File: src/sv/klt_pkg.sv
`timescale 1ns / 1ps
// ----------------------------------------------------------------------------
// klt_pkg
// Shared types, codes and the layout map for the keycode layout translator.
// ----------------------------------------------------------------------------
package klt_pkg;

   localparam logic [1:0] OP_KEY     = 2'd0;
   localparam logic [1:0] OP_TICK    = 2'd1;
   localparam logic [1:0] OP_SERVICE = 2'd2;
   localparam logic [1:0] OP_EURO    = 2'd3;

   localparam logic [1:0] CSR_ENABLE = 2'd0;
   localparam logic [1:0] CSR_DEAD   = 2'd1;
   localparam logic [1:0] CSR_HOLD   = 2'd2;
   localparam logic [1:0] CSR_GAP    = 2'd3;

   localparam logic [1:0] ACT_NONE   = 2'd0;
   localparam logic [1:0] ACT_ADD    = 2'd1;
   localparam logic [1:0] ACT_REMOVE = 2'd2;

   localparam logic [1:0] DEAD_NONE  = 2'd0;
   localparam logic [1:0] DEAD_ACUTE = 2'd1;
   localparam logic [1:0] DEAD_DIA   = 2'd2;

   localparam logic [3:0] FL_SH  = 4'h1;
   localparam logic [3:0] FL_AG  = 4'h2;
   localparam logic [3:0] FL_ACU = 4'h4;
   localparam logic [3:0] FL_DIA = 4'h8;
   localparam logic [2:0] FL_RAW = 3'h4;

   localparam logic [7:0] SHIFT_BITS = 8'h22;
   localparam logic [7:0] OTHER_BITS = 8'hDD;

   localparam logic [7:0] KEY_DIA_SYM   = 8'h2F;
   localparam logic [7:0] KEY_DIA_BARE  = 8'h20;
   localparam logic [7:0] KEY_ACU_BARE  = 8'h21;
   localparam logic [7:0] KEY_E_ACUTE   = 8'h1F;
   localparam logic [7:0] KEY_C_CEDILLA = 8'h26;
   localparam logic [7:0] KEY_EURO      = 8'h08;

   typedef struct packed {
      logic [7:0] key;
      logic [3:0] flags;
   } map_entry_type;

   typedef struct packed {
      logic       handled;
      logic [1:0] key_action;
      logic [7:0] report_key;
      logic       mods_update;
      logic [7:0] weak_mods;
      logic [7:0] mods_mask;
      logic       send_report;
   } rsp_type;

   // row = keycode - 0x04
   function automatic map_entry_type map_lookup(input logic [5:0] row, input logic st);
      logic [23:0] e;
      begin
         unique case (row)
            6'd0:  e = {8'h14,8'h14,4'd0,4'd1};
            6'd1:  e = {8'h05,8'h05,4'd0,4'd1};
            6'd2:  e = {8'h06,8'h06,4'd0,4'd1};
            6'd3:  e = {8'h07,8'h07,4'd0,4'd1};
            6'd4:  e = {8'h08,8'h08,4'd0,4'd1};
            6'd5:  e = {8'h09,8'h09,4'd0,4'd1};
            6'd6:  e = {8'h0A,8'h0A,4'd0,4'd1};
            6'd7:  e = {8'h0B,8'h0B,4'd0,4'd1};
            6'd8:  e = {8'h0C,8'h0C,4'd0,4'd1};
            6'd9:  e = {8'h0D,8'h0D,4'd0,4'd1};
            6'd10: e = {8'h0E,8'h0E,4'd0,4'd1};
            6'd11: e = {8'h0F,8'h0F,4'd0,4'd1};
            6'd12: e = {8'h33,8'h33,4'd0,4'd1};
            6'd13: e = {8'h11,8'h11,4'd0,4'd1};
            6'd14: e = {8'h12,8'h12,4'd0,4'd1};
            6'd15: e = {8'h13,8'h13,4'd0,4'd1};
            6'd16: e = {8'h04,8'h04,4'd0,4'd1};
            6'd17: e = {8'h15,8'h15,4'd0,4'd1};
            6'd18: e = {8'h16,8'h16,4'd0,4'd1};
            6'd19: e = {8'h17,8'h17,4'd0,4'd1};
            6'd20: e = {8'h18,8'h18,4'd0,4'd1};
            6'd21: e = {8'h19,8'h19,4'd0,4'd1};
            6'd22: e = {8'h1D,8'h1D,4'd0,4'd1};
            6'd23: e = {8'h1B,8'h1B,4'd0,4'd1};
            6'd24: e = {8'h1C,8'h1C,4'd0,4'd1};
            6'd25: e = {8'h1A,8'h1A,4'd0,4'd1};
            6'd26: e = {8'h1E,8'h38,4'd1,4'd0};
            6'd27: e = {8'h1F,8'h27,4'd1,4'd2};
            6'd28: e = {8'h20,8'h20,4'd1,4'd2};
            6'd29: e = {8'h21,8'h30,4'd1,4'd0};
            6'd30: e = {8'h22,8'h34,4'd1,4'd1};
            6'd31: e = {8'h23,8'h2F,4'd1,4'd0};
            6'd32: e = {8'h24,8'h1E,4'd1,4'd0};
            6'd33: e = {8'h25,8'h31,4'd1,4'd0};
            6'd34: e = {8'h26,8'h22,4'd1,4'd0};
            6'd35: e = {8'h27,8'h2D,4'd1,4'd0};
            6'd36: e = {8'h28,8'h28,4'd0,4'd0};
            6'd37: e = {8'h29,8'h29,4'd0,4'd0};
            6'd38: e = {8'h2A,8'h2A,4'd0,4'd0};
            6'd39: e = {8'h2B,8'h2B,4'd0,4'd0};
            6'd40: e = {8'h2C,8'h2C,4'd0,4'd0};
            6'd41: e = {8'h23,8'h25,4'd0,4'd0};
            6'd42: e = {8'h2E,8'h2E,4'd0,4'd1};
            6'd43: e = {8'h22,8'h21,4'd2,4'd2};
            6'd44: e = {8'h2D,8'h2E,4'd2,4'd2};
            6'd45: e = {8'h25,8'h23,4'd2,4'd2};
            6'd46: e = {8'h32,8'h32,4'd0,4'd0};
            6'd47: e = {8'h36,8'h37,4'd0,4'd0};
            6'd48: e = {8'h21,8'h20,4'd4,4'd8};
            6'd49: e = {8'h24,8'h1F,4'd2,4'd2};
            6'd50: e = {8'h10,8'h64,4'd0,4'd0};
            6'd51: e = {8'h36,8'h64,4'd1,4'd1};
            6'd52: e = {8'h37,8'h10,4'd1,4'd1};
            default: e = '0;
         endcase
         map_lookup.key   = st ? e[15:8] : e[23:16];
         map_lookup.flags = st ? e[3:0]  : e[7:4];
      end
   endfunction

endpackage

File: src/sv/klt_if.sv
`timescale 1ns / 1ps
// ----------------------------------------------------------------------------
// klt channel interfaces
// Valid/ready channels for requests, responses and register writes.
// ----------------------------------------------------------------------------
interface klt_req_if;
   logic        valid;
   logic        ready;
   logic [1:0]  operation;
   logic [15:0] keycode;
   logic        pressed;
   logic [7:0]  physical_mods;
   modport source (output valid, operation, keycode, pressed, physical_mods, input ready);
   modport sink   (input valid, operation, keycode, pressed, physical_mods, output ready);
endinterface

interface klt_rsp_if;
   logic       valid;
   logic       ready;
   logic       handled;
   logic [1:0] key_action;
   logic [7:0] report_key;
   logic       mods_update;
   logic [7:0] weak_mods;
   logic [7:0] mods_mask;
   logic       send_report;
   modport source (output valid, handled, key_action, report_key, mods_update, weak_mods,
                   mods_mask, send_report, input ready);
   modport sink   (input valid, handled, key_action, report_key, mods_update, weak_mods,
                   mods_mask, send_report, output ready);
endinterface

interface klt_csr_if;
   logic        valid;
   logic        ready;
   logic [1:0]  index;
   logic [15:0] data;
   modport source (output valid, index, data, input ready);
   modport sink   (input valid, index, data, output ready);
endinterface

File: src/sv/keycode_layout_translator_top.sv
`timescale 1ns / 1ps
// ----------------------------------------------------------------------------
// keycode_layout_translator_top
// Maps US key events to AZERTY keycodes with held-key table, dead keys and
// a queue of synthetic keystrokes played out over timer ticks.
// ----------------------------------------------------------------------------
//  channel  | dir | contents
//  req_     | in  | operation, keycode, pressed, physical_mods
//  rsp_     | out | handled, key_action, report_key, mods_update, weak_mods,
//           |     | mods_mask, send_report
//  csr_     | in  | index, data (register write)
//
// an item is accepted in ST_IDLE and passes through ST_SCAN, ST_DONE and ST_OUT
// before the next one is taken: a key event walks the held-key table one entry a
// cycle through a single compare unit until it hits or reaches the last entry,
// other items leave ST_SCAN without a walk. the response waits in an output register and
// the next item is taken once it has gone, so rsp ready low holds the flow. a pending register
// write goes ahead of a request. reset is synchronous and clears all control state.
module keycode_layout_translator_top #(
   parameter int HELD_ENTRIES = 8,
   parameter int QUEUE_DEPTH  = 4
) (
   input logic clock,
   input logic reset,
   klt_req_if.sink   req,
   klt_rsp_if.source rsp,
   klt_csr_if.sink   csr
);
   import klt_pkg::*;

   localparam int HW = (HELD_ENTRIES > 1) ? $clog2(HELD_ENTRIES) : 1;
   localparam int QW = $clog2(QUEUE_DEPTH);
   localparam int CW = $clog2(HELD_ENTRIES + 1);

   localparam logic [1:0] ST_IDLE = 2'd0;
   localparam logic [1:0] ST_SCAN = 2'd1;
   localparam logic [1:0] ST_DONE = 2'd2;
   localparam logic [1:0] ST_OUT  = 2'd3;

   logic [1:0]  state_ff, state_in;
   logic        enable_ff;
   logic [15:0] dead_to_ff;
   logic [7:0]  hold_ff, gap_ff;

   logic [HELD_ENTRIES-1:0][7:0] held_us_ff;
   logic [7:0]  held_em_ff [HELD_ENTRIES];
   logic [CW-1:0] held_cnt_ff;
   logic [2:0]  last_fl_ff;
   logic [7:0]  q_key_ff [QUEUE_DEPTH];
   logic [1:0]  q_fl_ff  [QUEUE_DEPTH];
   logic [QW-1:0] q_head_ff, q_tail_ff;
   logic [1:0]  phase_ff;
   logic [7:0]  play_key_ff, play_wait_ff;
   logic        play_due_ff;
   logic [1:0]  dead_kind_ff;
   logic [15:0] dead_wait_ff;
   logic        dead_due_ff;

   // latched item
   logic [1:0]  op_ff;
   logic [7:0]  us_ff;
   logic        press_ff, shortcut_ff, st_ff, inrange_ff;
   logic [HW-1:0] idx_ff;
   logic        found_ff;
   logic [HW-1:0] hit_ff;
   rsp_type     rsp_ff;

   map_entry_type me;
   assign me = map_lookup(6'(us_ff - 8'h04), st_ff);

   function automatic logic [QW-1:0] qn(input logic [QW-1:0] i);
      return (32'(i) + 1 >= QUEUE_DEPTH) ? '0 : QW'(32'(i) + 1);
   endfunction

   assign req.ready = (state_ff == ST_IDLE) && !csr.valid;
   assign csr.ready = (state_ff == ST_IDLE);
   assign rsp.valid = (state_ff == ST_OUT);
   assign rsp.handled     = rsp_ff.handled;
   assign rsp.key_action  = rsp_ff.key_action;
   assign rsp.report_key  = rsp_ff.report_key;
   assign rsp.mods_update = rsp_ff.mods_update;
   assign rsp.weak_mods   = rsp_ff.weak_mods;
   assign rsp.mods_mask   = rsp_ff.mods_mask;
   assign rsp.send_report = rsp_ff.send_report;

   // compare unit: one held entry per cycle
   logic [7:0] probe;
   logic       scan_hit;
   assign probe    = press_ff ? 8'h00 : us_ff;
   assign scan_hit = (held_us_ff[idx_ff] == probe);

   always_comb begin
      state_in = state_ff;
      unique case (state_ff)
         ST_IDLE: if (req.valid && req.ready) state_in = ST_SCAN;
         ST_SCAN: if (found_ff || scan_hit || 32'(idx_ff) == HELD_ENTRIES - 1
                      || op_ff != OP_KEY) state_in = ST_DONE;
         ST_DONE: state_in = ST_OUT;
         ST_OUT:  if (rsp.ready) state_in = ST_IDLE;
         default: state_in = ST_IDLE;
      endcase
   end

   // register writes, item latch, table walk, and the result and state update done in ST_DONE
   always_ff @(posedge clock) begin
      logic [QW-1:0] t, n, h;
      logic [1:0]    dk;
      logic          busy, up, dpush;
      logic [2:0]    mf;
      rsp_type       r;
      logic [3:0]    f;
      logic [7:0]    k;
      if (reset) begin
         state_ff <= ST_IDLE;
         enable_ff <= 1'b0; dead_to_ff <= 16'd7142; hold_ff <= 8'd8; gap_ff <= 8'd4;
         held_us_ff <= '0; held_cnt_ff <= '0; last_fl_ff <= FL_RAW;
         q_head_ff <= '0; q_tail_ff <= '0; phase_ff <= '0; play_key_ff <= '0;
         play_wait_ff <= '0; play_due_ff <= 1'b0; dead_kind_ff <= DEAD_NONE;
         dead_wait_ff <= '0; dead_due_ff <= 1'b0;
         found_ff <= 1'b0; idx_ff <= '0; hit_ff <= '0;
      end else begin
         state_ff <= state_in;
         if (csr.valid && csr.ready) begin
            unique case (csr.index)
               CSR_ENABLE: begin
                  enable_ff <= csr.data[0];
                  held_us_ff <= '0; held_cnt_ff <= '0; last_fl_ff <= FL_RAW;
                  q_head_ff <= '0; q_tail_ff <= '0; phase_ff <= '0; play_key_ff <= '0;
                  play_wait_ff <= '0; play_due_ff <= 1'b0; dead_kind_ff <= DEAD_NONE;
                  dead_wait_ff <= '0; dead_due_ff <= 1'b0;
               end
               CSR_DEAD: dead_to_ff <= csr.data;
               CSR_HOLD: hold_ff <= csr.data[7:0];
               CSR_GAP:  gap_ff <= csr.data[7:0];
               default: ;
            endcase
         end
         if (state_ff == ST_IDLE && req.valid && req.ready) begin
            op_ff <= req.operation;
            us_ff <= req.keycode[7:0];
            press_ff <= req.pressed;
            shortcut_ff <= |(req.physical_mods & OTHER_BITS);
            // a shortcut always reads the unshifted column
            st_ff <= |(req.physical_mods & SHIFT_BITS) && !(|(req.physical_mods & OTHER_BITS));
            inrange_ff <= enable_ff && req.keycode >= 16'h04 && req.keycode <= 16'h38;
            idx_ff <= '0; found_ff <= 1'b0;
         end
         if (state_ff == ST_SCAN && !found_ff) begin
            if (scan_hit) begin found_ff <= 1'b1; hit_ff <= idx_ff; end
            else if (32'(idx_ff) < HELD_ENTRIES - 1) idx_ff <= idx_ff + 1'b1;
         end
         if (state_ff == ST_DONE) begin
            r = '{handled:1'b0, key_action:ACT_NONE, report_key:8'h00, mods_update:1'b0,
                  weak_mods:8'h00, mods_mask:8'hFF, send_report:1'b0};
            t = q_tail_ff; h = q_head_ff; dk = dead_kind_ff;
            up = 1'b0; mf = FL_RAW; dpush = 1'b0;
            f = me.flags; k = me.key;
            busy = (phase_ff != 2'd0) || (q_head_ff != q_tail_ff);
            unique case (op_ff)
               OP_KEY: if (inrange_ff) begin
                  if (!press_ff) begin
                     r.handled = 1'b1; r.key_action = ACT_REMOVE; r.send_report = 1'b1;
                     r.report_key = us_ff;
                     up = 1'b1;
                     mf = (held_cnt_ff != 0) ? last_fl_ff : FL_RAW;
                     if (found_ff) begin
                        held_us_ff[hit_ff] <= 8'h00;
                        if (held_em_ff[hit_ff] != 8'h00) r.report_key = held_em_ff[hit_ff];
                        if (held_cnt_ff != 0) begin
                           held_cnt_ff <= held_cnt_ff - 1'b1;
                           if (held_cnt_ff == CW'(1)) mf = FL_RAW;
                        end
                     end
                  end else if (shortcut_ff) begin
                     dead_kind_ff <= DEAD_NONE;
                     if (found_ff) begin
                        held_us_ff[hit_ff] <= us_ff; held_em_ff[hit_ff] <= k;
                        held_cnt_ff <= held_cnt_ff + 1'b1;
                        r.handled = 1'b1; last_fl_ff <= FL_RAW;
                        r.key_action = ACT_ADD; r.report_key = k; r.send_report = 1'b1;
                        up = 1'b1; mf = FL_RAW;
                     end
                  end else begin
                     r.handled = 1'b1;
                     if (dk != DEAD_NONE) begin
                        dead_kind_ff <= DEAD_NONE; dead_wait_ff <= '0; dead_due_ff <= 1'b0;
                        // up to two pushes
                        for (int p = 0; p < 2; p++) begin
                           logic       doit;
                           logic [7:0] pk;
                           logic [1:0] pf;
                           doit = 1'b0; pk = 8'h00; pf = 2'b00;
                           if (dk == DEAD_DIA) begin
                              if (us_ff <= 8'h1D) begin
                                 doit = 1'b1;
                                 pk = (p == 0) ? KEY_DIA_SYM : k;
                                 pf = (p == 0) ? FL_SH[1:0] : f[1:0];
                              end else begin
                                 doit = (p == 0) || (us_ff != 8'h2C);
                                 pk = (p == 0) ? KEY_DIA_BARE : k;
                                 pf = (p == 0) ? 2'b00 : f[1:0];
                              end
                           end else begin
                              if (!st_ff && us_ff == 8'h08) begin
                                 doit = (p == 0); pk = KEY_E_ACUTE;
                              end else if (!st_ff && us_ff == 8'h06) begin
                                 doit = (p == 0); pk = KEY_C_CEDILLA;
                              end else begin
                                 doit = (p == 0) || (us_ff != 8'h2C);
                                 pk = (p == 0) ? KEY_ACU_BARE : k;
                                 pf = (p == 0) ? 2'b00 : f[1:0];
                              end
                           end
                           n = qn(t);
                           if (doit && n != h) begin
                              q_key_ff[t] <= pk; q_fl_ff[t] <= pf; t = n;
                           end
                        end
                        q_tail_ff <= t;
                     end else if (|(f & (FL_ACU | FL_DIA))) begin
                        dead_kind_ff <= (|(f & FL_DIA)) ? DEAD_DIA : DEAD_ACUTE;
                        dead_wait_ff <= (dead_to_ff != 0) ? dead_to_ff : 16'd1;
                        dead_due_ff <= 1'b0;
                     end else if (busy) begin
                        n = qn(t);
                        if (n != h) begin
                           q_key_ff[t] <= k; q_fl_ff[t] <= f[1:0]; q_tail_ff <= n;
                        end
                     end else if (!found_ff) begin
                        r.handled = 1'b0;
                     end else begin
                        held_us_ff[hit_ff] <= us_ff; held_em_ff[hit_ff] <= k;
                        held_cnt_ff <= held_cnt_ff + 1'b1;
                        last_fl_ff <= {1'b0, f[1:0]};
                        r.key_action = ACT_ADD; r.report_key = k; r.send_report = 1'b1;
                        up = 1'b1; mf = {1'b0, f[1:0]};
                     end
                  end
               end
               OP_TICK: begin
                  if (play_wait_ff != 0) begin
                     play_wait_ff <= play_wait_ff - 1'b1;
                     if (play_wait_ff == 8'd1) play_due_ff <= 1'b1;
                  end
                  if (dead_wait_ff != 0) begin
                     dead_wait_ff <= dead_wait_ff - 1'b1;
                     if (dead_wait_ff == 16'd1) dead_due_ff <= 1'b1;
                  end
               end
               OP_SERVICE: begin
                  if (dead_due_ff) begin
                     dead_due_ff <= 1'b0;
                     if (dk != DEAD_NONE) begin
                        n = qn(t);
                        if (n != h) begin
                           k = (dk == DEAD_DIA) ? KEY_DIA_BARE : KEY_ACU_BARE;
                           q_key_ff[t] <= k;
                           q_fl_ff[t] <= 2'b00; dpush = (t == h); t = n; q_tail_ff <= n;
                        end
                        dead_kind_ff <= DEAD_NONE;
                     end
                  end
                  if (phase_ff == 2'd0) begin
                     if (h != t) begin
                        // a bare symbol pushed into an empty queue plays at once
                        if (!dpush) k = q_key_ff[h];
                        play_key_ff <= k;
                        r.key_action = ACT_ADD; r.report_key = k;
                        r.send_report = 1'b1; up = 1'b1;
                        mf = {1'b0, dpush ? 2'b00 : q_fl_ff[h]};
                        phase_ff <= 2'd1; play_due_ff <= 1'b0;
                        play_wait_ff <= (hold_ff != 0) ? hold_ff : 8'd1;
                     end
                  end else if (play_due_ff) begin
                     play_due_ff <= 1'b0;
                     if (phase_ff == 2'd1) begin
                        r.key_action = ACT_REMOVE; r.report_key = play_key_ff;
                        r.send_report = 1'b1; phase_ff <= 2'd2;
                        play_wait_ff <= (gap_ff != 0) ? gap_ff : 8'd1;
                     end else begin
                        phase_ff <= 2'd0;
                        n = qn(h); q_head_ff <= n;
                        if (n == t) begin
                           up = 1'b1; mf = (held_cnt_ff != 0) ? last_fl_ff : FL_RAW;
                        end
                     end
                  end
               end
               default: begin
                  n = qn(t);
                  if (n != h) begin
                     q_key_ff[t] <= KEY_EURO; q_fl_ff[t] <= FL_AG[1:0]; q_tail_ff <= n;
                  end
               end
            endcase
            if (up) begin
               r.mods_update = 1'b1;
               if (mf[2]) begin
                  r.weak_mods = 8'h00; r.mods_mask = 8'hFF;
               end else begin
                  r.mods_mask = OTHER_BITS;
                  r.weak_mods = {1'b0, mf[1], 4'b0, mf[0], 1'b0};
               end
            end
            rsp_ff <= r;
         end
      end
   end

endmodule
File: src/flat_wrapper.sv
// flat-port wrapper written by rule: the top's interface ports become plain ports
module keycode_layout_translator_top_flat import klt_pkg::*;
#(
   parameter int HELD_ENTRIES = 8,
   parameter int QUEUE_DEPTH  = 4
)
  (clock, reset, req_valid, req_operation, req_keycode, req_pressed, req_physical_mods, req_ready, rsp_valid, rsp_handled, rsp_key_action, rsp_report_key, rsp_mods_update, rsp_weak_mods, rsp_mods_mask, rsp_send_report, rsp_ready, csr_valid, csr_index, csr_data, csr_ready);
  klt_req_if req_i ();
  klt_rsp_if rsp_i ();
  klt_csr_if csr_i ();
  input logic clock;
  input logic reset;
  input wire logic [$bits(req_i.valid)-1:0] req_valid;
  input wire logic [$bits(req_i.operation)-1:0] req_operation;
  input wire logic [$bits(req_i.keycode)-1:0] req_keycode;
  input wire logic [$bits(req_i.pressed)-1:0] req_pressed;
  input wire logic [$bits(req_i.physical_mods)-1:0] req_physical_mods;
  output wire logic [$bits(req_i.ready)-1:0] req_ready;
  output wire logic [$bits(rsp_i.valid)-1:0] rsp_valid;
  output wire logic [$bits(rsp_i.handled)-1:0] rsp_handled;
  output wire logic [$bits(rsp_i.key_action)-1:0] rsp_key_action;
  output wire logic [$bits(rsp_i.report_key)-1:0] rsp_report_key;
  output wire logic [$bits(rsp_i.mods_update)-1:0] rsp_mods_update;
  output wire logic [$bits(rsp_i.weak_mods)-1:0] rsp_weak_mods;
  output wire logic [$bits(rsp_i.mods_mask)-1:0] rsp_mods_mask;
  output wire logic [$bits(rsp_i.send_report)-1:0] rsp_send_report;
  input wire logic [$bits(rsp_i.ready)-1:0] rsp_ready;
  input wire logic [$bits(csr_i.valid)-1:0] csr_valid;
  input wire logic [$bits(csr_i.index)-1:0] csr_index;
  input wire logic [$bits(csr_i.data)-1:0] csr_data;
  output wire logic [$bits(csr_i.ready)-1:0] csr_ready;
  assign req_i.valid = req_valid;
  assign req_i.operation = req_operation;
  assign req_i.keycode = req_keycode;
  assign req_i.pressed = req_pressed;
  assign req_i.physical_mods = req_physical_mods;
  assign req_ready = req_i.ready;
  assign rsp_valid = rsp_i.valid;
  assign rsp_handled = rsp_i.handled;
  assign rsp_key_action = rsp_i.key_action;
  assign rsp_report_key = rsp_i.report_key;
  assign rsp_mods_update = rsp_i.mods_update;
  assign rsp_weak_mods = rsp_i.weak_mods;
  assign rsp_mods_mask = rsp_i.mods_mask;
  assign rsp_send_report = rsp_i.send_report;
  assign rsp_i.ready = rsp_ready;
  assign csr_i.valid = csr_valid;
  assign csr_i.index = csr_index;
  assign csr_i.data = csr_data;
  assign csr_ready = csr_i.ready;
  keycode_layout_translator_top #(.HELD_ENTRIES(HELD_ENTRIES), .QUEUE_DEPTH(QUEUE_DEPTH)) u_core (.clock(clock), .reset(reset), .req(req_i), .rsp(rsp_i), .csr(csr_i));
endmodule
File: config.mk
export PLATFORM = sky130hd
export DESIGN_NAME = keycode_layout_translator_top_flat
export DESIGN_NICKNAME = d
export VERILOG_FILES = /design/src/sv/klt_pkg.sv /design/src/sv/klt_if.sv /design/src/sv/keycode_layout_translator_top.sv /design/src/flat_wrapper.sv
export SDC_FILE = /design/constraint.sdc
export NUM_CORES = 1
export LEC_CHECK = 0
export ABC_AREA = 0
export BUFFER_PORTS_ARGS = -buffer_cell sky130_fd_sc_hd__buf_2
export CELL_PAD_IN_SITES_DETAIL_PLACEMENT = 1
export CELL_PAD_IN_SITES_GLOBAL_PLACEMENT = 1
export CORE_MARGIN = 4
export CORE_UTILIZATION = 36
export CTS_CLUSTER_DIAMETER = 120
export DETAILED_ROUTE_END_ITERATION = 16
export PLACE_DENSITY_LB_ADDON = 0.1
export SLEW_MARGIN = 20
export SYNTH_ARGS = -nofsm -noshare
export SYNTH_HDL_FRONTEND = slang
export SYNTH_SLANG_ARGS = --single-unit
File: constraint.sdc
create_clock -name clock -period 5.7 [get_ports clock]
set_input_delay 0.57 -clock clock [delete_from_list [all_inputs] [get_ports clock]]
set_output_delay 0.57 -clock clock [all_outputs]
set_load 0.05 [all_outputs]
==> impl_metrics.yaml, run 1 <==
outcome:
  status: "complete, no violations"
critical_path:
  r2r_cells: 13
  critical_path_peak_fanout: 11
  cp.arrival_ps: 5370
  startpoint_type: "flip-flop"
  r2r_setup_slack_ps: 530
  timing.critical_path.required_ps: 5890
  worstReg2RegEnd: "u_core.q_key_ff[1][2]$_DFFE_PP_"
  crit-reg2reg-launch: "u_core.q_tail_ff[0]$_SDFF_PP0_"
  timing.critical_path.to_type: "flip-flop"
  timing.setup.critical_path_class: "flip-flop to flip-flop"
final_layout:
  areaGrowthSynthToFinish_pct: 13.4
  layout-drive-gt1-share: 0.134
  antennaDiodeCount: 0
  finalNetCount: 1797
clock_network:
  clk_path_buf_depth: 3
  cts-root-buf: "sky130_fd_sc_hd__clkbuf_16"
  cts.repair.resized: 0
  numCtsBuffers: 36
  cts_tree: "done"
  htreeDepth: 2
  insertion_delay_ps: 560
  cts.hold.buffers_added: 0
  post_cts_buffers: 0
  number_of_sinks_on_the_clock_net: 280
  clkSlewWorstSetupHoldPaths_ps: 60
hold_path:
  min-delay-start: "req_pressed"
  hold_end: "u_core.press_ff$_DFFE_PP_"
  min_path_cells: 1
  min-delay-path-class: "input pin to flip-flop"
power_and_ir_drop:
  vdd_ir_drop_max_mv: 0.157
  p_leak_uw: 0.00625
  power_density_over_cell_area_nw_per_um2: 318
die:
  fp.coreArea_sq_um: 42300
  die_height_um: 216
  floorplan.rows: 75
  ioPinCount: 82
  die_area_sq_um: 46600
  start_util: 0.367
  die-width_um: 216
flow_run:
  maxCapViolations: 0
sta:
  setup_total_neg_slack_ps: 0
  final_number_of_max_transition_violations: 0
  holdWs_ps: 195
  post_route_clock_period_utilization: 0.907
  worst_slew_margin_rel: 0.143
  worst_slew_pin_slew_ps: 1270
  hold_violations: 0
  final_setup_vio_count: 0
  grt_setup_unrepaired: "false"
  clock_skew_ps: 20.5
  highest_attainable_clock_frequency_ghz: 0.193
  fin_crit_ps: 5170
global_routing:
  first_pass_grt_wire_length_mm: 84.9
  grt_util_all_layers: 0.230
  grt_start_max_net_pins: 75
  antenna_found_initial: 0
  grt_overflow_total: 0
  grt_pass1_vias: 13800
logic_synthesis:
  ys_warn_count: 0
  synth-edff-count: 122
  yosys.area_share.xor_xnor: 0.0186
  simple_gate_share_of_the_synthesized_area: 0.181
  ys_ff_latch: 280
  async_reset_ff_frac: 0
  synth_cell_type_count: 80
  yosysSeqAreaShare: 0.439
  synth_area_sq_um: 15600
  cells_after_synth: 1685
  avgSynthCellArea_sq_um: 9.23
  yosys.area_share.adder: 0.0314
  synth_top_family_by_area: "compound AO/OA/AOI/OAI gates"
  synth_compound_area_frac: 0.193
  ys_dominant_reg_cell: "sky130_fd_sc_hd__dfxtp_1"
  muxShareOfSynthArea: 0.0908
place:
  place.detailed.hpwl_mm: 38.9
  port-buffer-count: 69
  gp_congestion: 0.848
routing:
  via_count: 13500
  drt_first_pass_iters: 5
  vias_per_cell: 5.82
  routedWlPerCell_um: 23.5
  drc_errors: 0
  drtIter0Drc: 1091
  antenna_left: 0
  detail_route.wirelength_mm: 54.4
-- through the flow --
step                      power, uW  cells  area, sq um  utilization  setup slack [ps]
final                          5610   2313        17600        0.417               529
after CTS                      5660   2313        17600        0.417               601
after detailed placement       3280   2247        16400        0.388               648
after global placement         3260   2247        16400        0.387               932
after floorplan                2940   1695        15600            -              1710
after global routing           5860   2313        17600        0.417               152
-- cell usage in the layout (no fill, tap or decap), drive strengths merged, types with 17 or more instances in the layout --
cell type,instances
a221oi,18
o21ai,108
ha,39
a22oi,21
mux2i,41
a21oi,128
clkbuf,49
o211ai,17
a32oi,26
buf,103
a211oi,32
mux4,40
nor4,21
xnor2,19
nand2,240
nand3b,17
inv,39
nand3,58
nor2,143
dfxtp,158
nor3,42
edfxtp,122
-- layer usage --
metal	vias to the layer above	GRT usage	wire (um)
met5	-	0	0
met1	6752	0.322	25400
met4	0	0.0646	1500
met3	92	0.0426	2770
li1	6293	-	-
met2	327	0.364	24700
-- sequential cells by signal (all words and copies together) (netlist names), 3 cells and up, named ones only --
signal and count:
u_core.last_fl_ff 3, u_core.dead_wait_ff 16, u_core.hit_ff 3, u_core.held_us_ff 64, u_core.idx_ff 3, u_core.rsp.report_key 8
u_core.us_ff 8, u_core.dead_to_ff 16, u_core.play_key_ff 8, u_core.q_fl_ff 8, u_core.q_key_ff 28, u_core.held_em_ff 56
u_core.hold_ff 8, u_core.gap_ff 8, u_core.held_cnt_ff 4, u_core.play_wait_ff 8
-- kinds of logic (layout without fill, tap and decap cells) --
kind of cell,count (synthesis),after routing
compound gates,460,460
mux,90,90
fa+ha+maj,39,39
flops,280,280
simple gates,612,612
xor+xnor,33,33
buf+inv,169,210
other cells,2,12
-- critical path, cell delays in order, from the launching register on --
cell and delay, ps:
sky130_fd_sc_hd__dfxtp_1 510, sky130_fd_sc_hd__inv_1 170, sky130_fd_sc_hd__ha_1 410, sky130_fd_sc_hd__xnor2_1 500, sky130_fd_sc_hd__nand2_1 310, sky130_fd_sc_hd__o21ai_0 400, sky130_fd_sc_hd__inv_1 140, sky130_fd_sc_hd__ha_1 330
sky130_fd_sc_hd__xnor2_1 140, sky130_fd_sc_hd__o221ai_1 90, sky130_fd_sc_hd__nand3_1 200, sky130_fd_sc_hd__nor4_1 650, sky130_fd_sc_hd__nand2_1 480, sky130_fd_sc_hd__nand2_1 470
-- Yosys cell counts (32+ instances only) --
cell                       number  area [sq um]
sky130_fd_sc_hd__dfxtp_1      158          3160
sky130_fd_sc_hd__mux2i_1       41           410
sky130_fd_sc_hd__inv_1         38           143
sky130_fd_sc_hd__edfxtp_1     122          3660
sky130_fd_sc_hd__nor3_1        41           205
sky130_fd_sc_hd__a211oi_1      32           240
sky130_fd_sc_hd__o21ai_0      105           526
sky130_fd_sc_hd__nand2_1      239           897
sky130_fd_sc_hd__nand3_1       58           290
sky130_fd_sc_hd__clkbuf_1      94           353
sky130_fd_sc_hd__nor2_1       142           533
sky130_fd_sc_hd__mux4_2        40           901
sky130_fd_sc_hd__ha_1          39           488
sky130_fd_sc_hd__a21oi_1      127           636
-- power breakdown --
part / total (uW) / leakage, uW / internal (uW) / switching, uW
Combinational: 1010 / 0.00328 / 303 / 706
Sequential: 2240 / 0.00237 / 2170 / 67.8
Clock: 2360 / 0.000598 / 1430 / 927
Total: 5610 / 0.00625 / 3910 / 1700
-- worst max path at each step --
stage,startpoint,endpoint,slack [ps],depth (start not counted)
after floorplan,u_core.q_tail_ff[0]$_SDFF_PP0_,u_core.q_fl_ff[2][0]$_DFFE_PP_,1710,15
after global placement,u_core.q_tail_ff[0]$_SDFF_PP0_,u_core.q_key_ff[2][4]$_DFFE_PP_,930,13
after detailed placement,u_core.q_tail_ff[0]$_SDFF_PP0_,u_core.q_fl_ff[0][0]$_DFFE_PP_,650,13
after CTS,u_core.q_tail_ff[0]$_SDFF_PP0_,u_core.q_key_ff[1][2]$_DFFE_PP_,600,13
after global routing,u_core.q_tail_ff[0]$_SDFF_PP0_,u_core.q_key_ff[1][2]$_DFFE_PP_,150,13
final,u_core.q_tail_ff[0]$_SDFF_PP0_,u_core.q_key_ff[1][2]$_DFFE_PP_,530,13
-- final cells by class --
cell class	instances	area [sq um]
fillers	4830	24700
multi-input cells	1246	8100
flip-flops and latches	280	6830
clock buffers	49	1010
well taps	577	722
repair buffers	103	616
clock inverters	17	205
inverters	41	154
No activity file was read; power rests on OpenSTA's default activity.
==> run 2, diff against run 1 <==
--- a/config.mk
+++ b/config.mk
@@ -14,6 +14,7 @@
 export CTS_CLUSTER_DIAMETER = 120
 export DETAILED_ROUTE_END_ITERATION = 16
 export PLACE_DENSITY_LB_ADDON = 0.1
+export REMOVE_ABC_BUFFERS = 1
 export SLEW_MARGIN = 20
 export SYNTH_ARGS = -nofsm -noshare
 export SYNTH_HDL_FRONTEND = slang
==> impl_metrics.yaml, run 2 (synthesis gave the netlist of run 1 again) <==
outcome:
  status: "complete, no violations"
sta:
  layout_setup_ws_ps: 687
  worst_slew_margin_rel: 0.322
  setup_total_neg_slack_ps: 0
  clock_skew_ps: 29.2
  worst_slew_pin_slew_ps: 1010
  post_route_clock_period_utilization: 0.879
  fin_crit_ps: 5010
  highest_attainable_clock_frequency_ghz: 0.199
  final_number_of_max_transition_violations: 0
  hold_violations: 0
  final_setup_vio_count: 0
  grt_setup_unrepaired: "false"
die:
  start_util: 0.367
  ioPinCount: 82
  fp.coreArea_sq_um: 42300
  die_height_um: 216
  die-width_um: 216
  die_area_sq_um: 46600
  floorplan.rows: 75
clock_network:
  clk_path_buf_depth: 3
  cts-root-buf: "sky130_fd_sc_hd__clkbuf_16"
  clkSlewWorstSetupHoldPaths_ps: 50
  insertion_delay_ps: 560
  numCtsBuffers: 37
  htreeDepth: 2
  number_of_sinks_on_the_clock_net: 280
  cts_tree: "done"
  cts.hold.buffers_added: 0
global_routing:
  grt_util_all_layers: 0.230
  grt_start_max_net_pins: 79
  grt_overflow_total: 0
  first_pass_grt_wire_length_mm: 84.1
  antenna_found_initial: 0
  grt_pass1_vias: 13600
power_and_ir_drop:
  vdd_ir_drop_max_mv: 0.182
  power.net_switching_uw: 1700
  pwr-share-seq: 0.399
  p_sw_frac: 0.305
  comb_power_share: 0.183
  cellInternalPower_uw: 3880
  p_leak_uw: 0.00625
  power_density_over_cell_area_nw_per_um2: 316
  p_clk_frac: 0.418
critical_path:
  timing.critical_path.to_type: "flip-flop"
  timing.setup.critical_path_class: "flip-flop to flip-flop"
  timing.critical_path.cells: "inv_1 -> ha_1 -> xnor2_1 -> nand2_1 -> o21ai_0 -> inv_1 -> ha_1 -> xnor2_1 -> o221ai_1 -> nand3_1 -> nor4_2 -> nand2_1 -> nand2_1"
  cell_repeated_most_along_the_worst_path: "sky130_fd_sc_hd__nand2_1"
  setup.worst_path.start: "u_core.q_tail_ff[0]$_SDFF_PP0_"
  r2r_cells: 13
  startpoint_type: "flip-flop"
  timing.critical_path.required_ps: 5900
  cp.arrival_ps: 5220
  crit_path_top_delay_cell: "sky130_fd_sc_hd__dfxtp_1"
  timing.critical_path.slowest_cell_delay_ps: 540
  crit-reg2reg-launch: "u_core.q_tail_ff[0]$_SDFF_PP0_"
  critical_path_peak_fanout: 11
hold_path:
  min-delay-start: "req_pressed"
  min-delay-path-class: "input pin to flip-flop"
  min_path_cells: 1
routing:
  antenna_left: 0
  via_count: 13300
  routedWlPerCell_um: 23.6
  drc_errors: 0
  detail_route.wirelength_mm: 54.8
  drtIter0Drc: 921
  vias_per_cell: 5.76
  drt_first_pass_iters: 5
place:
  gp_congestion: 0.893
  place.detailed.hpwl_mm: 38.9
  dp_cells: 2251
  port-buffer-count: 69
  pre_cts_slack_ps: 563
final_layout:
  antennaDiodeCount: 0
  areaGrowthSynthToFinish_pct: 13.5
  finalNetCount: 1802
  final_cells: 2316
  max_flop_register: "u_core.held_us_ff"
  layout_commonest_cell: "sky130_fd_sc_hd__nand2_1"
  layout-drive-gt1-share: 0.135
  most-common-layout-cells: "sky130_fd_sc_hd__nand2_1 (239), sky130_fd_sc_hd__dfxtp_1 (158), sky130_fd_sc_hd__nor2_1 (142)"
  number_of_flip_flops_under_the_largest_register_name: 64
  final.fill_count: 4833
  reg_top3: "u_core.held_us_ff (64), u_core.held_em_ff (56), u_core.q_key_ff (28)"
flow_run:
  maxCapViolations: 0
-- run 2: path summary, 6_finish.rpt --
kind | end | slack [ps]
worst max-delay path | u_core.q_key_ff[1][3]$_DFFE_PP_ | 690
worst min-delay path | u_core.press_ff$_DFFE_PP_ | 190
worst max register to register | u_core.q_key_ff[1][3]$_DFFE_PP_ | 690
worst min register to register | u_core.enable_ff$_SDFFE_PP0P_ | 460
-- run 2: critical path: cells and delay by family (launching register included) --
kind                       cells  cell delay, ps
AOI/OAI and AO/OA              2             570
xor gates and xnor gates       2             580
adders and majority gates      2             750
buffers and inverters          2             330
DFF                            1             540
and+or+nand+nor                5            1870
-- run 2: timing repair --
item                                    4_1_cts  5_1_grt
buffers inserted                              0        0
endpoints found under the setup margin        0        9
gates resized for setup                       0        1
-- run 2: per-layer routing --
metal | global-route usage | part of all wire | vias up
li1 | - | - | 6308
met1 | 0.320 | 0.46 | 6653
met2 | 0.376 | 0.47 | 300
met3 | 0.0411 | 0.047 | 74
met4 | 0.0528 | 0.020 | 0
met5 | 0 | 0 | -
-- run 2: power by group through the flow --
stage          Clock (uW)  Sequential (uW)  Combinational (uW)
4_1_cts              2380             2230                1020
3_5_place_dp            0             2270                1010
3_3_place_gp            0             2270                 995
6_report             2330             2230                1020
5_1_grt              2470             2230                1120
2_1_floorplan           0             2320                 575
-- run 2: final cells by class --
class / instances / area (sq um) / share of cell area
flip-flops and latches: 280 / 6830 / 0.387
repair buffers: 107 / 633 / 0.0359
multi-input cells: 1246 / 8120 / 0.460
clock inverters: 16 / 161 / 0.00915
well taps: 577 / 722 / 0.0409
clock buffers: 49 / 1030 / 0.0586
inverters: 41 / 154 / 0.00872
-- run 2: metrics by stage --
| step | util | cell area (sq um) | power (uW) | hold WS [ps] |
|---|---|---|---|---|
| 6_report | 0.417 | 17600 | 5580 | 195 |
| 5_1_grt | 0.417 | 17600 | 5820 | 187 |
| 4_1_cts | 0.416 | 17600 | 5630 | 169 |
| 3_5_place_dp | 0.388 | 16400 | 3280 | 458 |
| 3_3_place_gp | 0.388 | 16400 | 3260 | 444 |
| 2_1_floorplan | - | 15000 | 2890 | 426 |
